==> src/rtl/core/olie_pick.sv <==
`default_nettype none
module olie_pick #(
   parameter int WIDTH = 8
) (
   input  logic [WIDTH-1:0]         bits,
   output logic                     any,
   output logic [$clog2(WIDTH)-1:0] first
);
   always_comb begin
      first = '0;
      for (int i = WIDTH - 1; i >= 0; i--) begin
         if (bits[i]) begin
            first = ($clog2(WIDTH))'(i);
         end
      end
   end

   assign any = |bits;

endmodule
`default_nettype wire

==> config.mk <==
export PLATFORM = sky130hd
export DESIGN_NAME = olie_pick
export DESIGN_NICKNAME = d
export VERILOG_FILES = /design/src/rtl/core/olie_pick.sv
export SDC_FILE = /design/constraint.sdc
export NUM_CORES = 1
export LEC_CHECK = 0
export ABC_AREA = 1
export BUFFER_PORTS_ARGS = -buffer_cell sky130_fd_sc_hd__buf_2
export CAP_MARGIN = 40
export CORE_AREA = 2 2 39 41
export DETAILED_ROUTE_END_ITERATION = 8
export DIE_AREA = 0 0 41 43
export PLACE_DENSITY = 0.34
export SLEW_MARGIN = 25
export SYNTH_ARGS = -nofsm -noshare
export SYNTH_HDL_FRONTEND = slang
export SYNTH_SLANG_ARGS = --single-unit
==> constraint.sdc <==
create_clock -name vclk -period 0.9
set_input_delay 0.18 -clock vclk [all_inputs]
set_output_delay 0.18 -clock vclk [all_outputs]
set_load 0.05 [all_outputs]
# == Word level (Yosys, flattened, before mapping) ==
# Index checks and enable logic that the tools add are counted.
# totals
register_bits,0
latch_bits,0
mem_bits_rw,0
romBits,0
input_bits,8
output_inout_bits,4
elab_cells,9
n_memories,0
# classes
n_addsub,0
mul,0
div_mod_pow,0
n_lt_le_gt_ge,0
n_eq_ne,0
shifts,0
n_mux,8
bitwise_logic,0
reduce_logical,1
# op_table
op,count
3-bit two-way mux,8
8-bit OR reduction,1

# == Logic depth before layout (Yosys ltp) ==
# logic_depth
word_depth,8
depth_mapped,7
ltp_nobuf,7

# == Worst setup path after synthesis ==
# Ideal clock, no wire load.
# synth_timing
kind,in2out
startpoint,input bits[6]
endpoint,output first[0]
arrival_time_ns,1.179
required_time_ns,0.720
path_slack_ns,-0.459
path_stages,7
path_buffers,0
cell_sequence,inv_1 -> nand2_1 -> nand2_1 -> nand2_1 -> nand2_1 -> nand2_1 -> a21oi_1
# synth_via
elab_chain_cells,7
# synth_lines
element,line_no,rtl
start: declaration,5,"input logic [WIDTH-1:0] bits,"
3-bit two-way mux (7 in series),12,if (bits[i]) begin
end: declaration,7,output logic [$clog2(WIDTH)-1:0] first
# No other way between the ends.

# == Final worst setup path ==
# layout_timing
startpoint,input bits[7]
endpoint,output any
# layout_via
elab_chain_cells,1
# layout_lines
element,line_no,rtl
8-bit OR reduction,18,assign any = |bits;
end: declaration,6,"output logic any,"
# No other way between the ends.

==> results.yml <==
run_status:
  outcome: "complete, but fails checks"
  violations: "setup timing"
die:
  ios: 12
  dieArea_um2: 1760
  core-area_um2: 1380
  start_util_pct: 7.14
  core.rowCount: 14
  die_height_um: 43
  die_w_um: 41
route:
  wl_per_cell_um: 6.22
  drc: 0
  routed_via_density: 3.38
  vias: 186
  dr.pass1.iters: 1
  wirelength_um: 342
  drt_iter0_drc: 0
  drtAntennaViolNets: 0
synth:
  yosys.area.top_type: "inv_1"
  ys_top_cells_by_area: "inv_1 (30%), nand2_1 (27%), nor3_2 (10%)"
  synthCells: 22
  synth-warning-count: 0
  ys_types: 9
  syn-num-nets: 30
  synth_top_area_share_pct: 30.4
  syn_area_um2: 98.8
  syn_area_per_cell_um2: 4.49
  synth-seq-area-share_pct: 0
power_and_ir_drop:
  p_sw_share_pct: 53.3
  clkPwrFrac_pct: 0
  ir_worst_vdd_mv: 0.115
  comb_power_share_pct: 100.0
  seqPwrFrac_pct: 0
  p_per_area_nw_per_um2: 438
  switching_power_mw: 0.0754
  p_int_mw: 0.0661
  p_leak_nw: 0.180
  fin_total_pwr_mw: 0.141
critical_path:
  cp-start-kind: "input pin"
  critical_path.startpoint: "bits[7]"
  crit_required_ns: 0.72
  cp.arrival_ns: 0.96
  crit_type: "in -> out"
  critPathMaxFanout: 2
  endpoint_kind: "output port"
grt:
  grt-ovfl-total: 0
  grt_pass1_wl_um: 621
  antenna_found_initial: 0
  track_usage_pct: 4.60
  grt_max_degree: 4
  grt_pass1_vias: 178
final_layout:
  antenna-diode-count: 0
  ff_latch_area_um2: 0
  multi_input_area_um2: 134
  final_cell_mix: "inv_1 (6), buf_2 (6), nand2_1 (5), buf_6 (5), buf_4 (5)"
  nets: 49
  drive_gt1_share_pct: 69.2
  clkbuf_count: 0
  seq_cells: 0
  syn_to_final_growth_pct: 227
  fill_cells: 163
timing:
  tns_ns: -0.827
  worst_pin_slew_ns: 0.257
  fin_crit_sh_pct: 126
  layout_setup_ws_ns: -0.238
  hold_viol: 0
  rsz0062_at_grt: "true"
  relSlewSlack_pct: 82.8
  whs_ns: 0.711
  setup_violations: 4
  timing.fmax_mhz: 879
  finalCriticalPeriod_ns: 1.14
  finalMaxSlewViolations: 0
min_path:
  hold_path_class: "in -> out"
  hold_start: "bits[4]"
  hold_end: "any"
  hold_depth: 4
job:
  maxCapViolCount: 0
placed_design:
  pre_cts_slack_ns: -0.316
  gp_congestion: 0.563
  port_buffers: 12
clocking:
  cts_hold_buf: 0
[synthesized netlist by cell type, drive strengths merged]
cell and n:
a31oi 1, nor3 1, nand2 7, nand3 1, inv 8, nand4 1
nor2 1, a21oi 1, or2 1
[power groups by stage]
| stage | registers, mW | logic [mW] | clock network, mW |
|---|---|---|---|
| 2_1_floorplan | 0 | 0.0716 | 0 |
| 3_3_place_gp | 0 | 0.118 | 0 |
| 3_5_place_dp | 0 | 0.118 | 0 |
| 4_1_cts | 0 | 0.140 | 0 |
| 5_1_grt | 0 | 0.152 | 0 |
| 6_report | 0 | 0.141 | 0 |
[metal layers]
layer / routed length, um / vias to the layer above / GRT usage (%) / share of wire, %
li1: - / 100 / - / -
met1: 137 / 78 / 6.67 / 40
met2: 152 / 8 / 7.50 / 44
met3: 52 / 0 / 0.524 / 15
met4: 0 / 0 / 0 / 0
met5: 0 / - / 0 / 0
[layout make-up]
| class | count | area share (%) |
|---|---|---|
| Inverter | 8 | 9.30 |
| Multi-Input combinational cell | 14 | 41.5 |
| Tap cell | 16 | 6.20 |
| Timing Repair Buffer | 17 | 43.0 |
[critical path: stages]
cell     delay, ns
buf_6         0.09
or2_4         0.25
nor3_4        0.22
nand2_4       0.07
buf_8         0.15
[repair_timing]
item | CTS | global route
endpoints found under the setup margin | 4 | 4
setup buffers | 1 | 0
resized for setup | 12 | 3
pin swaps | 4 | 2
[logic make-up after synthesis]
family | synth area share, %
buf+inv | 30.4
simple gates | 58.2
compound gates | 11.4
[how the worst max path moves through the flow]
stage / endpoint
CTS: any
finish: any
floorplan: any
detailed placement: first[2]
global route: any
global placement: any
[through the flow]
step,instances,utilization [%],instance area (um^2)
CTS,55,22.9,317
global placement,54,19.1,264
finish,55,23.3,323
global route,55,23.3,323
floorplan,22,-,154
detailed placement,54,19.1,264
(Power assumes the default switching activity.)
