$ cat src/rtl/core/olie_pkg.sv
`default_nettype none
package olie_pkg;

   localparam int CAPACITY    = 64;
   localparam int DATA_WIDTH  = 32;
   localparam int POS_WIDTH   = 7;
   localparam int COUNT_WIDTH = 7;
   localparam int IDX_WIDTH   = 6;
   localparam int GROUP       = 8;
   localparam int GROUP_BITS  = 3;
   localparam int NUM_GROUPS  = CAPACITY / GROUP;

   localparam logic [1:0] OP_INSERT = 2'd0;
   localparam logic [1:0] OP_ERASE  = 2'd1;
   localparam logic [1:0] OP_FIND   = 2'd2;
   localparam logic [1:0] OP_MODIFY = 2'd3;

   localparam logic [1:0] ST_OK      = 2'd0;
   localparam logic [1:0] ST_RANGE   = 2'd1;
   localparam logic [1:0] ST_FULL    = 2'd2;
   localparam logic [1:0] ST_MISSING = 2'd3;

   typedef struct packed {
      logic [1:0]           func;
      logic [POS_WIDTH-1:0] position;
      logic signed [31:0]   value;
   } req_type;

   typedef struct packed {
      logic [1:0]             status;
      logic [IDX_WIDTH-1:0]   found_index;
      logic [COUNT_WIDTH-1:0] count;
   } rsp_type;

   // broadcast to every cell of the row
   typedef struct packed {
      logic                   advance;
      logic                   insert;
      logic                   erase;
      logic                   modify;
      logic                   find;
      logic [POS_WIDTH-1:0]   position;
      logic [COUNT_WIDTH-1:0] count;
      logic [DATA_WIDTH-1:0]  value;
   } cell_ctrl_type;

endpackage
`default_nettype wire

$ cat src/rtl/core/olie_cell.sv
`default_nettype none
module olie_cell #(
   parameter int INDEX = 0
) (
   input  logic                           clock,
   input  olie_pkg::cell_ctrl_type        ctrl,
   input  logic [olie_pkg::DATA_WIDTH-1:0] left_entry,
   input  logic [olie_pkg::DATA_WIDTH-1:0] right_entry,
   output logic [olie_pkg::DATA_WIDTH-1:0] entry,
   output logic                           hit
);
   import olie_pkg::*;

   localparam logic [POS_WIDTH-1:0] MY_INDEX = POS_WIDTH'(INDEX);

   logic [DATA_WIDTH-1:0] entry_ff, entry_in;
   logic                  hit_ff, hit_in;

   always_comb begin
      entry_in = entry_ff;
      if (ctrl.insert) begin
         if (MY_INDEX > ctrl.position) begin
            entry_in = left_entry;
         end else if (MY_INDEX == ctrl.position) begin
            entry_in = ctrl.value;
         end
      end else if (ctrl.erase) begin
         if (MY_INDEX >= ctrl.position) begin
            entry_in = right_entry;
         end
      end else if (ctrl.modify) begin
         if (MY_INDEX == ctrl.position) begin
            entry_in = ctrl.value;
         end
      end
   end

   assign hit_in = ctrl.find && (COUNT_WIDTH'(MY_INDEX) < ctrl.count)
                   && (entry_ff == ctrl.value);

   always_ff @(posedge clock) begin
      entry_ff <= entry_in;
      if (ctrl.advance) begin
         hit_ff <= hit_in;
      end
   end

   assign entry = entry_ff;
   assign hit   = hit_ff;

endmodule
`default_nettype wire

$ cat config.mk
export PLATFORM = sky130hd
export DESIGN_NAME = olie_cell
export DESIGN_NICKNAME = d
export VERILOG_FILES = /design/src/rtl/core/olie_pkg.sv /design/src/rtl/core/olie_cell.sv
export SDC_FILE = /design/constraint.sdc
export NUM_CORES = 1
export LEC_CHECK = 0
export BUFFER_PORTS_ARGS = -buffer_cell sky130_fd_sc_hd__buf_2
export CORE_ASPECT_RATIO = 0.6
export CORE_UTILIZATION = 42
export CTS_BUF_LIST = sky130_fd_sc_hd__clkbuf_8
export CTS_CLUSTER_SIZE = 40
export DETAILED_ROUTE_END_ITERATION = 16
export PLACE_DENSITY = 0.93
export SLEW_MARGIN = 15
export SYNTH_ARGS = -nofsm -noshare
export SYNTH_HDL_FRONTEND = slang
export SYNTH_SLANG_ARGS = --single-unit
$ cat constraint.sdc
create_clock -name clock -period 2.7 [get_ports clock]
set_clock_uncertainty 0.2 [all_clocks]
set_input_delay 0.675 -clock clock [delete_from_list [all_inputs] [get_ports clock]]
set_output_delay 0.675 -clock clock [all_outputs]
set_load 0.01 [all_outputs]
Word level (Yosys, flattened, before mapping)
Index checks and enable logic that the tools add are counted.
{"block": "totals", "out_inout_bits": 33, "ff_bits": 33}
{"block": "classes", "reduce_logical": 5, "n_eq_ne": 2, "n_lt_le_gt_ge": 3, "muxes": 6}
{"cell": "2-to-1 mux 32 bit", "n": 6}
{"cell": "== test 32 bit", "n": 1}
{"cell": "greater-or-equal comparator 1 x 7 -> 1 bit (first input constant)", "n": 1}
{"cell": "greater-than comparator 1 x 7 -> 1 bit (first input constant)", "n": 1}
{"cell": "zero test 7 bit", "n": 1}
{"cell": "< comparator 1 x 7 -> 1 bit (first input constant)", "n": 1}
{"cell": "inequality test 3 x 1 -> 1 bit (second input constant)", "n": 1}
{"cell": "nonzero test 3 bit", "n": 1}
{"cell": "logical AND 1 bit", "n": 2}
{"cell": "AND reduction 2 bit", "n": 1}

Logic depth before layout (Yosys ltp)
{"block": "depth", "ltp_word": 5, "ltp_mapped": 5, "ltp_nobuf": 4}

Worst setup path after synthesis
OpenSTA, ideal clock, no wires.
{"block": "synth_timing", "path_kind": "input to register", "startpoint": "in ctrl[43] (netlist name)", "endpoint": "reg entry_ff[0] (netlist: entry[0]) (enable)", "setup_slack_ns": 0.405, "setup_time_ns": 0.375, "stages": 4, "arrival_ns": 1.721, "path_cell_list": "nor4_2 nand2_2 a21oi_1 or2_2"}
{"block": "synth_via", "elab_chain_len": 3}
{"element": "start: declaration", "line": "olie_cell.sv:6", "source": "input olie_pkg::cell_ctrl_type ctrl,"}
{"element": "greater-or-equal comparator 1 x 7 -> 1 bit", "line": "olie_cell.sv:28", "source": "if (MY_INDEX >= ctrl.position) begin"}
{"element": "inequality test 3 x 1 -> 1 bit (no line)"}
{"element": "AND reduction 2 bit (no line)"}
{"element": "end signal: assignment", "line": "olie_cell.sv:42", "source": "entry_ff <= entry_in;"}
{"element": "end: declaration", "line": "olie_cell.sv:16", "source": "logic [DATA_WIDTH-1:0] entry_ff, entry_in;"}
No other way between the ends.
A chain may end at the register's enable or synchronous reset.

Worst setup path in the final report
{"block": "layout_timing", "startpoint": "in ctrl[43] (netlist name)", "endpoint": "reg entry_ff[3] (netlist: entry[3]) (enable)"}
The elaborated chain is that of the path after synthesis.

==> flow_metrics.tcl <==
set metrics [dict create \
    dieArea_sq_um 5220 \
    diodes 0 \
    grt_antenna_before_repair 0 \
    clk_pin_slew_worst_paths_ps 70 \
    dpl.hpwl_microns 3680 \
    critPathMaxStageDelay_ps 280 \
    dr_wl_met3_microns 390 \
    cp_slowest_cell "nor4_2" \
    syn-num-nets 309 \
    ys_seq_area_frac 0.479 \
    area.growth.synth_to_final_pct 35.7 \
    initial_core_util 0.444 \
    routed.top_layer "met4" \
    firstDrtPassIters 4 \
    ys_seq_elements 33 \
    drt-met1-wl_microns 2250 \
    min_path_type "in2reg" \
    synth_top_family_by_area "multiplexers" \
    synth_area_leader_cell "edfxtp_1" \
    drtAntennaViolNets 0 \
    grt_use_total 0.192 \
    avgSynthCellArea_sq_um 10.7 \
    port_buffers 116 \
    synth_largest_type_area_fraction 0.479 \
    grt_overflow 0 \
    worstPathArrival_ps 1710 \
    die-width_microns 92.6 \
    ir_drop_mv 0.307 \
    layout_commonest_cell "buf_2" \
    muxShareOfSynthArea 0.155 \
    die_y_microns 56.4 \
    coreArea_sq_um 4660 \
    cts-root-to-sink-buffers 2 \
    cp_top_family "simple AND/OR/NAND/NOR gates" \
    cp_max_fo 32 \
    yosysWarningCount 0 \
    worstSetupStartpoint "ctrl[43]" \
    dr.first_iter.drc_count 62 \
    cts-buffers-inserted 5 \
    cp_num_buf_inv 2 \
    hold_viol_final 0 \
    whs_ps 394 \
    r2r-start "entry[28]" \
    p_per_area_nw_per_um2 500 \
    synth_compound_area_frac 0.0799 \
    synthAdderAreaFrac 0 \
    finalSetupViolations 0 \
    period_share 0.719 \
    drive_above_1_share 0.418 \
    wl_per_cell_microns 12.9 \
    cts_hold_buf 0 \
    via_count 1870 \
    worst_pin_slew_ps 351 \
    synthCells 193 \
    maxCapViolations 0 \
    clock_latency_ps 280 \
    worstPathCellList "buf_2, nor4_2, nand2_2, a21oi_1, or2_2, buf_12" \
    cts_tree "yes" \
    via_per_inst 5.00 \
    wl_met2_microns 2190 \
    io_pins 149 \
    routed_wl_microns 4840 \
    post-place-cells 366 \
    synth.cell_area_sq_um 2070 \
    required_ps 2470 \
    grt_max_degree 65 \
    final_nets 426 \
    synth_xor_area_frac 0.136 \
    fmax_mhz 515 \
    grt_setup_unrepaired "false" \
    crit_path_end_kind "register" \
    gp_congestion 0.711 \
    p_leak_nw 1.45 \
    slew_headroom 0.766 \
    grt_pass1_wl_microns 7710 \
    tns_ps 0 \
    layoutNonFillerInstCount 374 \
    grt_pass1_vias 1756 \
    critPathLaunchType "input pin" \
    ys_top_cells_by_area "edfxtp_1, mux2i_1, xor2_1" \
    synth_cell_types 20 \
    ctsResizeCount 0 \
    num_rows 19 \
    min_from "ctrl[50]" \
    cts_setup_buffers 0 \
    drc 0 \
    outcome "completed" \
    cts_max_level 2 \
    yosys.area_share.simple 0.119 \
    path_class "in2reg" \
    mostFrequentLayoutCells "buf_2, nand2_1, edfxtp_1, mux2i_1, xor2_1" \
    cts_root_buf "clkbuf_8" \
    final-max-slew-violation-count 0 \
    cts_sinks 33 \
    fin_crit_ps 1940 \
]
-- routing by layer --
| metal | GRT usage | vias up |
|---|---|---|
| met5 | 0 | - |
| met4 | 0.0402 | 0 |
| met3 | 0.0556 | 2 |
| met2 | 0.324 | 79 |
| met1 | 0.246 | 855 |
| li1 | - | 934 |
-- logic make-up after synthesis --
| logic type | after synthesis |
|---|---|
| compound gates | 33 |
| xor+xnor | 32 |
| buf+inv | 10 |
| flops | 33 |
| mux | 32 |
| simple gates | 53 |
-- final timing paths --
check | end | slack, ps | cells past startpoint
min | hit | 390 | 1
min reg2reg | entry[21] | 480 | 2
max reg2reg | hit | 990 | 4
max | entry[3] | 760 | 6
-- flip-flops by register name, summed over array words and instances, names as in the netlist --
name and flops:
hit 1, entry 32
-- cell usage after synthesis (all sizes together) --
| cell type | number |
|---|---|
| nor3 | 4 |
| or2 | 1 |
| nand3 | 1 |
| edfxtp | 33 |
| mux2i | 32 |
| nor2b | 1 |
| nor4 | 9 |
| nand4 | 2 |
| nor2 | 1 |
| clkbuf | 3 |
| a21oi | 1 |
| xnor2 | 1 |
| xor2 | 31 |
| buf | 7 |
| o21ai | 32 |
| nand2 | 34 |
-- layout make-up --
type,instances,area [sq um]
Clock buffer,5,68.8
Tap cell,63,78.8
Fill cell,406,1850
Clock inverter,3,12.5
Multi-Input combinational cell,150,1020
Sequential cell,33,991
Timing Repair Buffer,120,636
-- where the power goes --
part	leakage, nW	total (mW)	internal [mW]	switching [mW]
logic	1.06	0.346	0.171	0.175
registers	0.341	0.707	0.650	0.0570
clock network	0.0430	0.350	0.173	0.177
-- metrics by stage --
step                setup slack (ps)  power (mW)  area, sq um  utilization
floorplan                        405       0.891         2070            -
global placement                 544        1.05         2730        0.585
detailed placement               483        1.07         2730        0.585
CTS                              768        1.42         2810        0.602
global route                     697        1.48         2810        0.602
finish                           759        1.40         2810        0.602
(Power assumes the default switching activity.)
